==> src/design/shae_pkg.sv <==
// Package with the SHA-256 constants and the round and schedule functions.
package shae_pkg;

    // Geometry of the block buffer and of the digest.
    localparam int BLOCK_BYTES  = 64;
    localparam int BLOCK_BITS   = BLOCK_BYTES * 8;
    localparam int LEN_START    = 56;
    localparam int ROUNDS       = 64;
    localparam int HASH_WORDS   = 8;
    localparam int TOTAL_W      = 61;

    // Padding marker byte.
    localparam logic [7:0] PAD_MARKER = 8'h80;

    // Round constants.
    localparam logic [31:0] ROUND_K [0:ROUNDS-1] = '{
        32'h428a2f98, 32'h71374491, 32'hb5c0fbcf, 32'he9b5dba5,
        32'h3956c25b, 32'h59f111f1, 32'h923f82a4, 32'hab1c5ed5,
        32'hd807aa98, 32'h12835b01, 32'h243185be, 32'h550c7dc3,
        32'h72be5d74, 32'h80deb1fe, 32'h9bdc06a7, 32'hc19bf174,
        32'he49b69c1, 32'hefbe4786, 32'h0fc19dc6, 32'h240ca1cc,
        32'h2de92c6f, 32'h4a7484aa, 32'h5cb0a9dc, 32'h76f988da,
        32'h983e5152, 32'ha831c66d, 32'hb00327c8, 32'hbf597fc7,
        32'hc6e00bf3, 32'hd5a79147, 32'h06ca6351, 32'h14292967,
        32'h27b70a85, 32'h2e1b2138, 32'h4d2c6dfc, 32'h53380d13,
        32'h650a7354, 32'h766a0abb, 32'h81c2c92e, 32'h92722c85,
        32'ha2bfe8a1, 32'ha81a664b, 32'hc24b8b70, 32'hc76c51a3,
        32'hd192e819, 32'hd6990624, 32'hf40e3585, 32'h106aa070,
        32'h19a4c116, 32'h1e376c08, 32'h2748774c, 32'h34b0bcb5,
        32'h391c0cb3, 32'h4ed8aa4a, 32'h5b9cca4f, 32'h682e6ff3,
        32'h748f82ee, 32'h78a5636f, 32'h84c87814, 32'h8cc70208,
        32'h90befffa, 32'ha4506ceb, 32'hbef9a3f7, 32'hc67178f2
    };

    // Initial hash values.
    localparam logic [31:0] HASH_IV [0:HASH_WORDS-1] = '{
        32'h6a09e667, 32'hbb67ae85, 32'h3c6ef372, 32'ha54ff53a,
        32'h510e527f, 32'h9b05688c, 32'h1f83d9ab, 32'h5be0cd19
    };

    // Compression function sigma on the a word.
    function automatic logic [31:0] big_sigma0(input logic [31:0] x);
        return {x[1:0], x[31:2]} ^ {x[12:0], x[31:13]} ^ {x[21:0], x[31:22]};
    endfunction

    // Compression function sigma on the e word.
    function automatic logic [31:0] big_sigma1(input logic [31:0] x);
        return {x[5:0], x[31:6]} ^ {x[10:0], x[31:11]} ^ {x[24:0], x[31:25]};
    endfunction

    // Message schedule sigma on w[t-15].
    function automatic logic [31:0] small_sigma0(input logic [31:0] x);
        return {x[6:0], x[31:7]} ^ {x[17:0], x[31:18]} ^ {3'b000, x[31:3]};
    endfunction

    // Message schedule sigma on w[t-2].
    function automatic logic [31:0] small_sigma1(input logic [31:0] x);
        return {x[16:0], x[31:17]} ^ {x[18:0], x[31:19]} ^ {10'b0, x[31:10]};
    endfunction

endpackage

==> src/design/sha256_hash_engine_unit.sv <==
// SHA-256 engine over a byte stream with a single shared round datapath.

// Message bytes are taken one per cycle while data_ready is high. When a byte completes
// a 64-byte block, the block is compressed by one round datapath that runs one round per
// cycle, through 64 rounds and then a step that folds the result into the hash words;
// data_ready is low meanwhile. The message schedule lives in the block buffer itself, a
// 512-bit shift line that slides one word per round. An end of message inserts the
// padding one byte per cycle from the current fill level up to 64, with one or two
// compressions, and then presents the digest as four 64-bit big-endian words, most
// significant first; a request is held until taken. After the fourth word the hash
// words return to the initial values and data_ready rises.
module sha256_hash_engine_unit
    import shae_pkg::*;
(
    input  logic        clk,
    input  logic        rst_n,
    input  logic        data_valid,
    output logic        data_ready,
    input  logic [7:0]  data_byte,
    input  logic        byte_present,
    input  logic        end_of_message,
    output logic        digest_valid,
    input  logic        digest_ready,
    output logic [63:0] digest_word,
    output logic [1:0]  word_index,
    output logic        last_word
);

    // Sequencer states.
    localparam logic [2:0] S_IDLE   = 3'd0;
    localparam logic [2:0] S_ROUND  = 3'd1;
    localparam logic [2:0] S_UPDATE = 3'd2;
    localparam logic [2:0] S_PAD    = 3'd3;
    localparam logic [2:0] S_OUT    = 3'd4;

    localparam int FILL_W  = $clog2(BLOCK_BYTES);
    localparam int ROUND_W = $clog2(ROUNDS);

    logic [2:0]            state_reg, state_next;
    logic [ROUND_W-1:0]    round_reg, round_next;
    logic [FILL_W-1:0]     fill_reg, fill_next;
    logic [TOTAL_W-1:0]    total_reg, total_next;
    logic                  eom_pend_reg, eom_pend_next;
    logic                  marker_reg, marker_next;
    logic                  final_reg, final_next;
    logic [1:0]            word_reg, word_next;
    logic [31:0]           hash_reg [0:HASH_WORDS-1];
    logic [31:0]           hash_next [0:HASH_WORDS-1];
    logic [31:0]           wv_reg [0:HASH_WORDS-1];
    logic [31:0]           wv_next [0:HASH_WORDS-1];
    logic [BLOCK_BITS-1:0] buf_reg, buf_next;

    // Round datapath signals.
    logic [31:0] w_t;
    logic [31:0] w_new;
    logic [31:0] t1;
    logic [31:0] t2;
    logic [31:0] ch_val;
    logic [31:0] maj_val;
    logic [63:0] len_bits;
    logic [7:0]  pad_byte;
    logic [2:0]  len_idx;

    // Handshake and result ports.
    assign data_ready   = (state_reg == S_IDLE);
    assign digest_valid = (state_reg == S_OUT);
    assign digest_word  = {hash_reg[0], hash_reg[1]};
    assign word_index   = word_reg;
    assign last_word    = (word_reg == 2'd3);

    // Message schedule: the window holds w[t] .. w[t+15], w[t] in the top word.
    assign w_t   = buf_reg[BLOCK_BITS-1 -: 32];
    assign w_new = w_t + small_sigma0(buf_reg[BLOCK_BITS-33 -: 32])
                 + buf_reg[BLOCK_BITS-1-9*32 -: 32]
                 + small_sigma1(buf_reg[BLOCK_BITS-1-14*32 -: 32]);

    // One compression round on the working variables.
    assign ch_val  = (wv_reg[4] & wv_reg[5]) ^ (~wv_reg[4] & wv_reg[6]);
    assign maj_val = (wv_reg[0] & wv_reg[1]) ^ (wv_reg[0] & wv_reg[2])
                   ^ (wv_reg[1] & wv_reg[2]);
    assign t1 = wv_reg[7] + big_sigma1(wv_reg[4]) + ch_val + ROUND_K[round_reg] + w_t;
    assign t2 = big_sigma0(wv_reg[0]) + maj_val;

    // Padding byte: marker first, then zeros, then the bit length in the last eight.
    assign len_bits = {total_reg, 3'b000};
    assign len_idx  = ~fill_reg[2:0];
    always_comb
    begin
        if (!marker_reg)
        begin
            pad_byte = PAD_MARKER;
        end
        else if (final_reg && (fill_reg >= FILL_W'(LEN_START)))
        begin
            pad_byte = len_bits[{len_idx, 3'b000} +: 8];
        end
        else
        begin
            pad_byte = 8'h00;
        end
    end

    // Sequencer and next-state logic.
    always_comb
    begin
        state_next    = state_reg;
        round_next    = round_reg;
        fill_next     = fill_reg;
        total_next    = total_reg;
        eom_pend_next = eom_pend_reg;
        marker_next   = marker_reg;
        final_next    = final_reg;
        word_next     = word_reg;
        buf_next      = buf_reg;
        for (int i = 0; i < HASH_WORDS; i++)
        begin
            hash_next[i] = hash_reg[i];
            wv_next[i]   = wv_reg[i];
        end

        case (state_reg)
            S_IDLE:
            begin
                if (data_valid)
                begin
                    if (byte_present)
                    begin
                        buf_next   = {buf_reg[BLOCK_BITS-9:0], data_byte};
                        fill_next  = fill_reg + 1'b1;
                        total_next = total_reg + 1'b1;
                        if (fill_reg == FILL_W'(BLOCK_BYTES - 1))
                        begin
                            // Block complete: compress, then pad if the message ended.
                            eom_pend_next = end_of_message;
                            round_next    = '0;
                            state_next    = S_ROUND;
                            for (int i = 0; i < HASH_WORDS; i++)
                            begin
                                wv_next[i] = hash_reg[i];
                            end
                        end
                        else if (end_of_message)
                        begin
                            state_next = S_PAD;
                        end
                    end
                    else if (end_of_message)
                    begin
                        state_next = S_PAD;
                    end
                end
            end

            S_ROUND:
            begin
                buf_next   = {buf_reg[BLOCK_BITS-33:0], w_new};
                wv_next[7] = wv_reg[6];
                wv_next[6] = wv_reg[5];
                wv_next[5] = wv_reg[4];
                wv_next[4] = wv_reg[3] + t1;
                wv_next[3] = wv_reg[2];
                wv_next[2] = wv_reg[1];
                wv_next[1] = wv_reg[0];
                wv_next[0] = t1 + t2;
                round_next = round_reg + 1'b1;
                if (round_reg == ROUND_W'(ROUNDS - 1))
                begin
                    state_next = S_UPDATE;
                end
            end

            S_UPDATE:
            begin
                for (int i = 0; i < HASH_WORDS; i++)
                begin
                    hash_next[i] = hash_reg[i] + wv_reg[i];
                end
                if (final_reg)
                begin
                    word_next  = '0;
                    state_next = S_OUT;
                end
                else if (marker_reg)
                begin
                    // Marker did not leave room for the length: one more block.
                    final_next = 1'b1;
                    state_next = S_PAD;
                end
                else if (eom_pend_reg)
                begin
                    eom_pend_next = 1'b0;
                    state_next    = S_PAD;
                end
                else
                begin
                    state_next = S_IDLE;
                end
            end

            S_PAD:
            begin
                buf_next  = {buf_reg[BLOCK_BITS-9:0], pad_byte};
                fill_next = fill_reg + 1'b1;
                if (!marker_reg)
                begin
                    marker_next = 1'b1;
                    final_next  = (fill_reg < FILL_W'(LEN_START));
                end
                if (fill_reg == FILL_W'(BLOCK_BYTES - 1))
                begin
                    round_next = '0;
                    state_next = S_ROUND;
                    for (int i = 0; i < HASH_WORDS; i++)
                    begin
                        wv_next[i] = hash_reg[i];
                    end
                end
            end

            S_OUT:
            begin
                if (digest_ready)
                begin
                    word_next = word_reg + 1'b1;
                    if (word_reg == 2'd3)
                    begin
                        // Last word taken: start the next message.
                        for (int i = 0; i < HASH_WORDS; i++)
                        begin
                            hash_next[i] = HASH_IV[i];
                        end
                        fill_next   = '0;
                        total_next  = '0;
                        marker_next = 1'b0;
                        final_next  = 1'b0;
                        state_next  = S_IDLE;
                    end
                    else
                    begin
                        // Slide the next pair of hash words to the output.
                        for (int i = 0; i < HASH_WORDS - 2; i++)
                        begin
                            hash_next[i] = hash_reg[i + 2];
                        end
                        hash_next[HASH_WORDS-2] = hash_reg[0];
                        hash_next[HASH_WORDS-1] = hash_reg[1];
                    end
                end
            end

            default:
            begin
                state_next = S_IDLE;
            end
        endcase
    end

    // Control state and hash words.
    always_ff @(posedge clk or negedge rst_n)
    begin
        if (!rst_n)
        begin
            state_reg    <= S_IDLE;
            round_reg    <= '0;
            fill_reg     <= '0;
            total_reg    <= '0;
            eom_pend_reg <= 1'b0;
            marker_reg   <= 1'b0;
            final_reg    <= 1'b0;
            word_reg     <= '0;
            for (int i = 0; i < HASH_WORDS; i++)
            begin
                hash_reg[i] <= HASH_IV[i];
            end
        end
        else
        begin
            state_reg    <= state_next;
            round_reg    <= round_next;
            fill_reg     <= fill_next;
            total_reg    <= total_next;
            eom_pend_reg <= eom_pend_next;
            marker_reg   <= marker_next;
            final_reg    <= final_next;
            word_reg     <= word_next;
            for (int i = 0; i < HASH_WORDS; i++)
            begin
                hash_reg[i] <= hash_next[i];
            end
        end
    end

    // Block buffer and working variables carry no reset.
    always_ff @(posedge clk)
    begin
        buf_reg <= buf_next;
        for (int i = 0; i < HASH_WORDS; i++)
        begin
            wv_reg[i] <= wv_next[i];
        end
    end

    // The input side and the result side are never open together.
    assert property (@(posedge clk) disable iff (!rst_n)
        !(data_ready && digest_valid))
        else $error("input and digest requests open at the same time");

    // Rounds advance one per cycle while compressing.
    assert property (@(posedge clk) disable iff (!rst_n)
        (state_reg == S_ROUND) && (round_reg != ROUND_W'(ROUNDS - 1))
        |=> (state_reg == S_ROUND) && (round_reg == $past(round_reg) + 1'b1))
        else $error("round counter skipped while compressing");

    // After the final word the message state starts empty.
    assert property (@(posedge clk) disable iff (!rst_n)
        digest_valid && digest_ready && last_word
        |=> data_ready && (fill_reg == '0) && (total_reg == '0) && !marker_reg)
        else $error("message state not cleared after the digest");

endmodule
==> config.mk <==
export PLATFORM = sky130hd
export DESIGN_NAME = sha256_hash_engine_unit
export DESIGN_NICKNAME = d
export VERILOG_FILES = /design/src/design/shae_pkg.sv /design/src/design/sha256_hash_engine_unit.sv
export SDC_FILE = /design/constraint.sdc
export NUM_CORES = 2
export LEC_CHECK = 0
export ABC_AREA = 0
export ABC_CLOCK_PERIOD_IN_PS = 38000
export BUFFER_PORTS_ARGS = -buffer_cell sky130_fd_sc_hd__buf_4
export CORE_ASPECT_RATIO = 0.8
export CORE_MARGIN = 2
export CORE_UTILIZATION = 67
export CTS_BUF_LIST = sky130_fd_sc_hd__clkbuf_8
export DETAILED_ROUTE_END_ITERATION = 16
export GPL_TIMING_DRIVEN = 0
export HOLD_SLACK_MARGIN = 0.12
export MAX_ROUTING_LAYER = met4
export PLACE_DENSITY = 0.89
export REMOVE_ABC_BUFFERS = 1
export SYNTH_ARGS = -nofsm -noshare
export SYNTH_HDL_FRONTEND = slang
export SYNTH_SLANG_ARGS = --single-unit
==> constraint.sdc <==
create_clock -name clk -period 38 [get_ports clk]
set_input_delay 3.8 -clock clk [delete_from_list [all_inputs] [get_ports clk]]
set_output_delay 3.8 -clock clk [all_outputs]
set_load 0.03 [all_outputs]
==> key figures <==
Critical path
  – WS Path Type: flip-flop to flip-flop
  – CP delay by family, top: compound AO/OA/AOI/OAI gates
  – Crit path largest cell delay: 1.01 ns
  – R2R Path Start: round_reg[1]
  – Crit-path max FO: 19
  – Worst setup path startpoint: round_reg[1]
  – Buf/Inv on CP: 3
  – Worst Setup End Kind: flip-flop
  – WP data required: 38.71 ns
  – CP Launch Type: flip-flop
  – R2R Setup Slk: 26.56 ns
  – Cell seen most often among critical-path stages: o21ai_0
  – CP max stage cell: dfrtp_1
  – Critical Path AT: 12.15 ns

Routing
  – DRC: 0
  – DR iter-0 viols: 9910
  – Drt first pass iters: 7
  – DR vias: 65800
  – Routed len/inst: 24.0 microns
  – DRT Wirelength: 242000 microns
  – Final ANT Viol Nets: 0
  – DR vias/cell: 6.53

Run status
  – Status: completed

Synthesis
  – Top post-synthesis cells by area: edfxtp_1 (30%), nand2_1 (12%), dfrtp_1 (6.6%)
  – Post-synth EDFFs: 768
  – Unique cell type count in the Yosys netlist: 99
  – Top_reg_cell synth: edfxtp_1
  – Synth warn: 0
  – #FFs+latches synth: 1105
  – Async set-or-reset flop fraction in the synthesized netlist: 0.305
  – Mapped Area: 0.0766 sq mm
  – Top cell type's share of synthesized area: 0.301
  – Syn_area_per_cell: 8.86 sq um
  – Cell taking the most area after synthesis: edfxtp_1
  – Register area share after synthesis: 0.413
  – Synth Instances: 8641

Timing
  – RSZ-0062 raised after global routing: no
  – Clock Skew: 0.0680 ns
  – Max Slew Vio Count: 0
  – Final setup vio count: 0
  – Fmax: 87.4 MHz
  – Max_slew headroom: 0.0185
  – Fin crit period: 11.44 ns
  – Worst-Margin Slew: 1.46 ns
  – Fin. Hold Viols: 0
  – Post-route clock period utilization: 0.301

Global route
  – Number of global-route vias before repair: 61500
  – First-pass GRT wire length: 364000 microns
  – GR Overflow Total: 0
  – All-Layer GR Usage: 0.419
  – Initial antenna violation count: 4
  – Largest net degree at the start of global routing: 108

Finish
  – Layout area overhead: 7.18%
  – Max reg flops: 512
  – Layout cells sized above 1: 0.0735
  – Commonest cells after routing, fill and taps aside: nand2_1 (2396), edfxtp_1 (768), o21ai_0 (623), inv_1 (462), nor2_1 (440)
  – Final net count: 9022
  – Post-route cell area: 0.0821 sq mm
  – Most common cell after layout, fill and taps aside: nand2_1
  – FILL cells: 8137

Worst hold path
  – Hold crit path type: flip-flop to flip-flop
  – Worst min-delay path startpoint: hash_reg[105]

Clocking
  – CTS Root Buffer Type: clkbuf_8
  – H-tree levels: 4
  – Clk_lat worst skew: 0.98 ns
  – Hold_buf cts: 0
  – CTS sink count: 1105
  – Worst-path clk slew: 0.07 ns
  – CTS Buf Count: 178
  – Post-CTS setup buffers: 0
  – Clock buffer depth: 3
  – CTS tree: built
  – Post-CTS Resized: 0

Placement
  – DP Wirelength: 175000 microns
  – Routability congestion estimate: 1.02
  – Placed Area: 0.0785 sq mm
  – Port Buffers: 82

Die
  – Core ar.: 0.113 sq mm
  – Die width: 382 microns
  – Core Rows: 110
  – Io pins: 83
  – Die Area: 0.117 sq mm
  – Initial Util: 0.678
  – Die Y: 306 microns

Run
  – Max-Cap Viols: 0
[cell usage after synthesis, types with 55 or more instances]
cell type / n
nand2_1: 2399
edfxtp_1: 768
o21ai_0: 623
clkbuf_1: 454
nor2_1: 444
a21oi_1: 405
inv_1: 402
ha_1: 397
xnor2_1: 368
xor2_1: 226
dfrtp_1: 201
fa_1: 195
a21o_1: 161
dfstp_2: 136
a31oi_1: 123
nand3_1: 111
nor3_1: 92
and3_1: 76
buf_4: 65
o21a_1: 64
or3_1: 60
nand2b_1: 56
nor2b_1: 55
[through the flow]
stage | setup slack, ns | std cells | TNS (ns) | hold slack (ns) | utilization
finish | 26.56 | 10100 | 0 | 0.477 | 0.726
global route | 26.35 | 10100 | 0 | 0.498 | 0.726
CTS | 27.19 | 10100 | 0 | 0.478 | 0.726
detailed placement | 27.24 | 9747 | 0 | 0.466 | 0.695
global placement | -18.69 | 9674 | -4840.31 | 0.468 | 0.679
floorplan | 3.07 | 8080 | 0 | 0.452 | -
[cell families after synthesis]
group | Yosys count | synth area share
and+or+nand+nor | 3414 | 0.184
DFF | 1105 | 0.413
buffers and inverters | 969 | 0.0507
adders and majority gates | 621 | 0.120
muxes | 71 | 0.0127
AOI/OAI and AO/OA | 1865 | 0.151
xor gates and xnor gates | 596 | 0.0685
[worst paths after layout]
| path | to | cells after the start |
|---|---|---|
| max in group asynchronous | hash_reg[28] | 3 |
| setup reg to reg | wv_reg[0][29] | 28 |
| setup / recovery | wv_reg[0][29] | 28 |
| min in group asynchronous | digest_word[36] | 1 |
| hold reg to reg | hash_reg[105] | 2 |
| hold / removal | hash_reg[105] | 2 |
[layer usage]
layer	vias up	track usage	wire length [microns]
li1	29300	-	-
met1	31400	0.601	98900
met2	4434	0.556	98900
met3	660	0.120	33600
met4	0	0.171	10600
met5	-	-	0
[layout make-up]
type,instances,area [sq um],share of cell area
Tap cell,1512,1890,0.0230
Timing Repair Buffer,156,2310,0.0282
Clock inverter,131,835,0.0102
Inverter,408,1550,0.0189
Sequential cell,1105,31700,0.386
Clock buffer,196,2700,0.0329
Multi-Input combinational cell,6567,41100,0.501
Antenna cell,4,10.0,0.000122
[worst register-to-register path: cells and delay by family (launching register included)]
| family | cells | cell delay, ns |
|---|---|---|
| compound gates | 13 | 4.65 |
| fa+ha+maj | 7 | 3.23 |
| flops | 1 | 1.01 |
| simple gates | 4 | 1.23 |
| xor+xnor | 1 | 0.15 |
| buf+inv | 3 | 0.95 |
Power is not shown: default switching activity piles up to over one toggle a cycle in this logic, so the estimate is an artifact.
